### config.mk
export PLATFORM = sky130hd
export DESIGN_NAME = fbld_res_buf
export DESIGN_NICKNAME = d
export VERILOG_FILES = /design/src/rtl/fbld_pkg.sv /design/src/rtl/fbld_res_buf.sv
export SDC_FILE = /design/constraint.sdc
export NUM_CORES = 1
export LEC_CHECK = 0
export ABC_AREA = 0
export ABC_CLOCK_PERIOD_IN_PS = 2700
export BUFFER_PORTS_ARGS = -buffer_cell sky130_fd_sc_hd__buf_4
export CAP_MARGIN = 20
export CORE_UTILIZATION = 27
export CTS_BUF_LIST = sky130_fd_sc_hd__clkbuf_4
export DETAILED_ROUTE_END_ITERATION = 8
export GPL_TIMING_DRIVEN = 0
export PLACE_DENSITY_LB_ADDON = 0.05
export RECOVER_POWER = 25
export SLEW_MARGIN = 5
export SYNTH_ARGS = -nofsm -noshare
export SYNTH_HDL_FRONTEND = slang
export SYNTH_SLANG_ARGS = --single-unit
### constraint.sdc
create_clock -name clk -period 2.7 [get_ports clk]
set_clock_uncertainty 0.2 [all_clocks]
set_input_delay 0.54 -clock clk [delete_from_list [all_inputs] [get_ports clk]]
set_output_delay 0.54 -clock clk [all_outputs]
set_load 0.005 [all_outputs]
### src/rtl/fbld_pkg.sv
// ----------------------------------------------------------------------------
// fbld_pkg
// Shared types and constants for the body line deframer: result kinds,
// parse modes, result records and the register reset value.
// ----------------------------------------------------------------------------
package fbld_pkg;

	// Default upper bound on the line room
	localparam int unsigned MAX_LINE_ROOM_DEF = 4096;
	// Smallest usable line room
	localparam int unsigned LINE_ROOM_MIN = 4;
	// Bytes kept back from the room when closing a line
	localparam int unsigned ROOM_MARGIN = 3;

	localparam int unsigned ROOM_W = 13;
	localparam logic [ROOM_W-1:0] LINE_ROOM_RESET = 13'd4096;

	// Special body bytes
	localparam logic [7:0] BYTE_CR   = 8'h0d;
	localparam logic [7:0] BYTE_LF   = 8'h0a;
	localparam logic [7:0] BYTE_ZERO = 8'h00;
	localparam logic [7:0] BYTE_TWO  = 8'h02;

	typedef enum logic [2:0] {
		KIND_BYTE     = 3'd0,
		KIND_LINE_END = 3'd1,
		KIND_MSG_END  = 3'd2,
		KIND_PKT_END  = 3'd3,
		KIND_ERROR    = 3'd4
	} kind_t;

	typedef enum logic [2:0] {
		MODE_NORMAL   = 3'd0,
		MODE_AFTER_CR = 3'd1,
		MODE_ZERO1    = 3'd2,
		MODE_ZERO2    = 3'd3,
		MODE_TWO1     = 3'd4
	} mode_t;

	// One result record
	typedef struct packed {
		kind_t      kind;
		logic [7:0] data;
	} res_t;

	// Parser state apart from the line count
	typedef struct packed {
		mode_t      mode;
		logic [7:0] held;
	} pstate_t;

	// Everything one item produces: up to three results and the next state
	typedef struct packed {
		res_t [2:0] res;
		logic [1:0] num;
		pstate_t    nxt;
	} step_t;

endpackage

### src/rtl/fbld_res_buf.sv
// ----------------------------------------------------------------------------
// fbld_res_buf
// Result register: holds the results of one item and hands them out one
// transfer at a time, flagging the final one.
// ----------------------------------------------------------------------------
module fbld_res_buf (
	input  logic                  clk,
	input  logic                  arst_n,
	input  logic                  load,
	input  fbld_pkg::step_t       step,
	output logic                  free,
	output logic                  res_valid,
	input  logic                  res_ready,
	output logic [2:0]            kind,
	output logic [7:0]            line_byte,
	output logic                  last
);

	fbld_pkg::res_t [2:0] res_s2;
	logic [1:0]           num_q;
	logic [1:0]           idx_q;
	logic                 final_one;

	assign res_valid = (idx_q != num_q);
	assign final_one = ((idx_q + 2'd1) == num_q);
	assign free      = !res_valid || (res_ready && final_one);
	assign kind      = res_s2[idx_q].kind;
	assign line_byte = res_s2[idx_q].data;
	assign last      = final_one;

	// Load a fresh result set, or advance on each transfer
	always_ff @(posedge clk or negedge arst_n) begin
		if (!arst_n) begin
			num_q <= 2'd0;
			idx_q <= 2'd0;
		end else if (load) begin
			num_q <= step.num;
			idx_q <= 2'd0;
		end else if (res_valid && res_ready) begin
			idx_q <= idx_q + 2'd1;
		end
	end

	// Hold the result payload
	always_ff @(posedge clk) begin
		if (load) begin
			res_s2 <= step.res;
		end
	end

endmodule

; After elaboration in Yosys (flattened, before gate mapping)
; Index checks and enable logic that the tools add are counted.
[word_totals]
output_inout_bits = 14
inputBits = 50
register_bits = 37
[classes]
n_addsub = 1
n_lt_le_gt_ge = 1
n_eq_ne = 2
reduce_logical = 5
muxes = 4
[op_table]
columns = op, count
row1 = binary-select mux 11 bit (select 2 bit), 1
row2 = two-way mux 11 bit, 1
row3 = two-way mux 2 bit, 2
row4 = less-than comparator 2 x 3 -> 1 bit (second input constant), 1
row5 = adder 2 x 1 -> 2 bit (second input constant), 1
row6 = equality test 2 bit, 1
row7 = logical AND 1 bit, 2
row8 = != test 2 bit, 1
row9 = nonzero test 2 bit, 1
row10 = zero test 1 bit, 1
row11 = logical OR 1 bit, 1

; Logic depth before layout (Yosys ltp)
[logic_depth]
ltp_word = 4
depth_mapped = 5
mapped_depth_nobuf = 3

; Least setup slack after synthesis
; No wires, ideal clock.
[synth_path]
path_type = reg-to-output
start = reg idx_q[1]
end = out free
setup_slack_ns = 0.896
required_ns = 1.960
stages_incl_launch_ff = 5
path_buffers = 1
t_arrival_ns = 1.064
cell_sequence = dfrtp_1 buf_4 xnor2_2 o21ai_1 o221ai_1
[synth_via]
elab_chain_len = 4
word_cells_on_any_way = 6
cone_classes = add/sub (1) / eq/ne (2) / reduce/logical (3)
[synth_rtl]
columns = element, line
row1 = from (decl), fbld_res_buf.sv:21  ; logic [1:0] idx_q;
row2 = from (signal assigned), fbld_res_buf.sv:40  ; idx_q <= idx_q + 2'd1;
row3 = adder 2 x 1 -> 2 bit, fbld_res_buf.sv:25  ; assign final_one = ((idx_q + 2'd1) == num_q);
row4 = equality test 2 bit, fbld_res_buf.sv:25
row5 = logical AND 1 bit, fbld_res_buf.sv:26  ; assign free = !res_valid || (res_ready && final_one);
row6 = logical OR 1 bit *, fbld_res_buf.sv:26
row7 = to (decl), fbld_res_buf.sv:11  ; output logic free,
; Mark *: on every way between the ends. The rest lies on a longest branch, timed or not.

; Final worst setup path
[layout_path]
start = reg idx_q[1]
end = out kind[0]
[layout_via]
elab_chain_len = 2
[layout_rtl]
columns = element, line
row1 = binary-select mux 11 bit (select 2 bit), fbld_res_buf.sv:27  ; assign kind = res_s2[idx_q].kind;
row2 = two-way mux 11 bit, -
row3 = to (decl), fbld_res_buf.sv:14  ; output logic [2:0] kind,
; Every way passes these cells. The select of a mux whose other input is x is not followed.

==> impl_metrics.csv <==
group,metric,value,unit
setup_path,crit_chain,"buf_4 -> buf_2 -> mux2i_1 -> o21ai_1 -> buf_4",
clock_network,cts_buffer_depth,2,
sta,finalCriticalPeriod,2409,ps
die,start_util,28.33,%
setup_path,cp_num_buf_inv,3,
setup_path,path_common_cell,"buf_4",
routing,drcViolationCount,0,
setup_path,worstPathRequired,1960,ps
routing,viasPerCell,4.254,
logic_synthesis,yosys.area.top_type,"edfxtp_1",
sta,relSlewSlack,62.59,%
routing,drtIter0Drc,45,
logic_synthesis,synth_edf_count,33,
setup_path,startpoint_type,"flop",
logic_synthesis,ys_seq_area_share,74.47,%
routing,antenna_left,0,
clock_network,cts_setup_buffers,0,
global_routing,grt_antenna_before_repair,0,
setup_path,crit_family,"buffers and inverters",
setup_path,cp-startpoint,"idx_q[1]",
sta,setup_viol,0,
setup_path,r2r_slack,1170,ps
logic_synthesis,ys_types,20,
logic_synthesis,synth_area_leaders,"edfxtp_1 68%, mux2i_1 8.2%, dfrtp_1 6.8%",
placed_design,gp_congestion,0.6961,
placed_design,port_buffers,52,
logic_synthesis,synth_nets,147,
sta,holdWs,183.5,ps
global_routing,grt_pass1_vias,948,
clock_network,clk_latency,330,ps
cells_and_area,drive_above_1_share,39.24,%
setup_path,crit_path_max_fanout,10,
global_routing,overflow,0,
clock_network,h-tree-depth,2,
clock_network,cts.sinks,37,
clock_network,root_buffer,"clkbuf_4",
logic_synthesis,yosys_most_used_dff,"edfxtp_1",
job,max_cap_viol_count,0,
setup_path,criticalPathCategory,"reg2out",
sta,period_share,89.23,%
logic_synthesis,synth_area,1465,um^2
logic_synthesis,synth_common_cells,"33 x edfxtp_1, 13 x nand2_1, 13 x o21ai_1",
logic_synthesis,async_reset_ff_share,10.81,%
pwr,finalPower,0.001171,W
pwr,power_density,584.0,nW/um^2
setup_path,max_stage_delay,350,ps
routing,wl_per_cell,13.04,um
global_routing,gr-usage-all-layers,11.47,%
min_path,holdPathStages,1,
sta,tightest_slew,561.1,ps
die,die_w,75.67,um
die,core-area,5172,um^2
setup_path,cp-endpoint,"kind[0]",
routing,drt-total-wl,2974,um
sta,slew_viol_final,0,
pwr,p_leak,0.7730,nW
setup_path,r2r-start,"idx_q[1]",
die,rows,26,
logic_synthesis,synth_warnings,0,
die,dieArea,5725,um^2
sta,hold_viol_final,0,
setup_path,cp-end-kind,"primary output",
setup_path,reg2reg_to,"idx_q[0]",
global_routing,grt_first_pass_wirelength,4526,um
pwr,vdd_ir_drop_max,268.5,uV
clock_network,cts_tree,"done",
logic_synthesis,syn_avg_cell_area,15.10,um^2
routing,num_vias,970,
clock_network,clkSlewWorstSetupHoldPaths,110,ps
sta,rsz0062_at_grt,"false",
routing,drt_pass1_iterations,4,
logic_synthesis,syn_inst,97,
logic_synthesis,synth.most_common_cell,"edfxtp_1",
logic_synthesis,synth_top_area_share,67.63,%
logic_synthesis,ys_ff_latch,37,
global_routing,grt_max_degree,39,
sta,max_freq,415.1,MHz
clock_network,cts_made_buffers,5,
sta,fin_tns_setup,0,ps
cells_and_area,final_net_count,207,
min_path,worstHoldPathType,"in2reg",
placed_design,dp_slack,495.4,ps
sta,setup_ws,290.9,ps
setup_path,crit_arrival,1670,ps
cells_and_area,syn_to_final_growth,36.81,%
setup_path,crit_slowest_cell,"buf_2",
outcome,outcome,"complete, no violations",
die,fp.dieH,75.67,um
die,io_pins,64,
cells_and_area,num_antenna_cells,0,
setup_path,r2r_cells,4,
setup_path,path_depth,5,
## per-layer routing
layer	track usage [%]	routed length [um]
met3	5.159	234
met4	4.938	50
met1	13.04	1224
met2	18.75	1465
met5	0	0
## placed cells by master, fill, tap and decap left out, drive strengths merged
| master | count |
|---|---|
| a31oi | 1 |
| dfrtp | 4 |
| clkbuf | 30 |
| a311oi | 1 |
| a21oi | 2 |
| mux2 | 1 |
| mux2i | 12 |
| xnor2 | 1 |
| buf | 32 |
| nand2 | 13 |
| inv | 1 |
| nand2b | 2 |
| dlygate4sd3 | 1 |
| or3b | 1 |
| nand3 | 4 |
| o21ai | 13 |
| nor2 | 1 |
| o221ai | 1 |
| clkinv | 3 |
| edfxtp | 33 |
| nor2b | 1 |
## worst min path at each step
stage / slack [ps] / end / from
2_1_floorplan: 40 / idx_q[0] / arst_n
3_3_place_gp: 140 / idx_q[1] / arst_n
3_5_place_dp: 140 / idx_q[1] / arst_n
4_1_cts: 160 / res_s2[32] / step[45]
5_1_grt: 150 / res_s2[16] / step[29]
6_report: 180 / res_s2[27] / step[40]
## layout make-up
cell class	instances	area, um^2
buffer	5	25.02
clock buffer	5	37.54
clock inverter	3	12.51
fill	517	3168
inverter	1	3.754
multi-input combinational	54	346.6
sequential	37	1091
tap	70	87.58
timing repair buffer	53	400.4
## where the power goes
part | switching (W) | total [W] | leakage, nW | internal (W)
Sequential | 0.0000147 | 0.000688 | 0.374 | 0.000673
Clock | 0.000174 | 0.000268 | 0.0300 | 0.0000943
Combinational | 0.0000957 | 0.000214 | 0.369 | 0.000119
Total | 0.000284 | 0.00117 | 0.773 | 0.000886
## logic make-up (layout without fill, tap and decap cells)
kind of cell | count (synthesis) | in the layout | synth area share [%]
xor gates and xnor gates | 1 | 1 | 1.110
muxes | 13 | 13 | 8.967
and+or+nand+nor | 22 | 22 | 6.832
buffers and inverters | 6 | 67 | 1.878
AOI/OAI and AO/OA | 18 | 18 | 6.747
DFF | 37 | 37 | 74.47
## what timing repair did
item                       in CTS  in global routing
hold buffers                    1                  0
gates resized for setup         0                  2
setup endpoints to repair       0                  7
hold endpoints to repair        4                  0
## sequential cells by signal (all words and copies together) (netlist names)
signal / flops
num_q: 2
res_s2: 33
idx_q: 2
## stage by stage
step / area (um^2) / cells / utilization (%)
after detailed placement: 1943 / 219 / 37.57
after CTS: 2003 / 228 / 38.73
after global placement: 1943 / 219 / 37.57
final: 2004 / 228 / 38.75
after global routing: 2004 / 228 / 38.75
after floorplan: 1465 / 97 / -
Power figures use the tool's default switching activity.
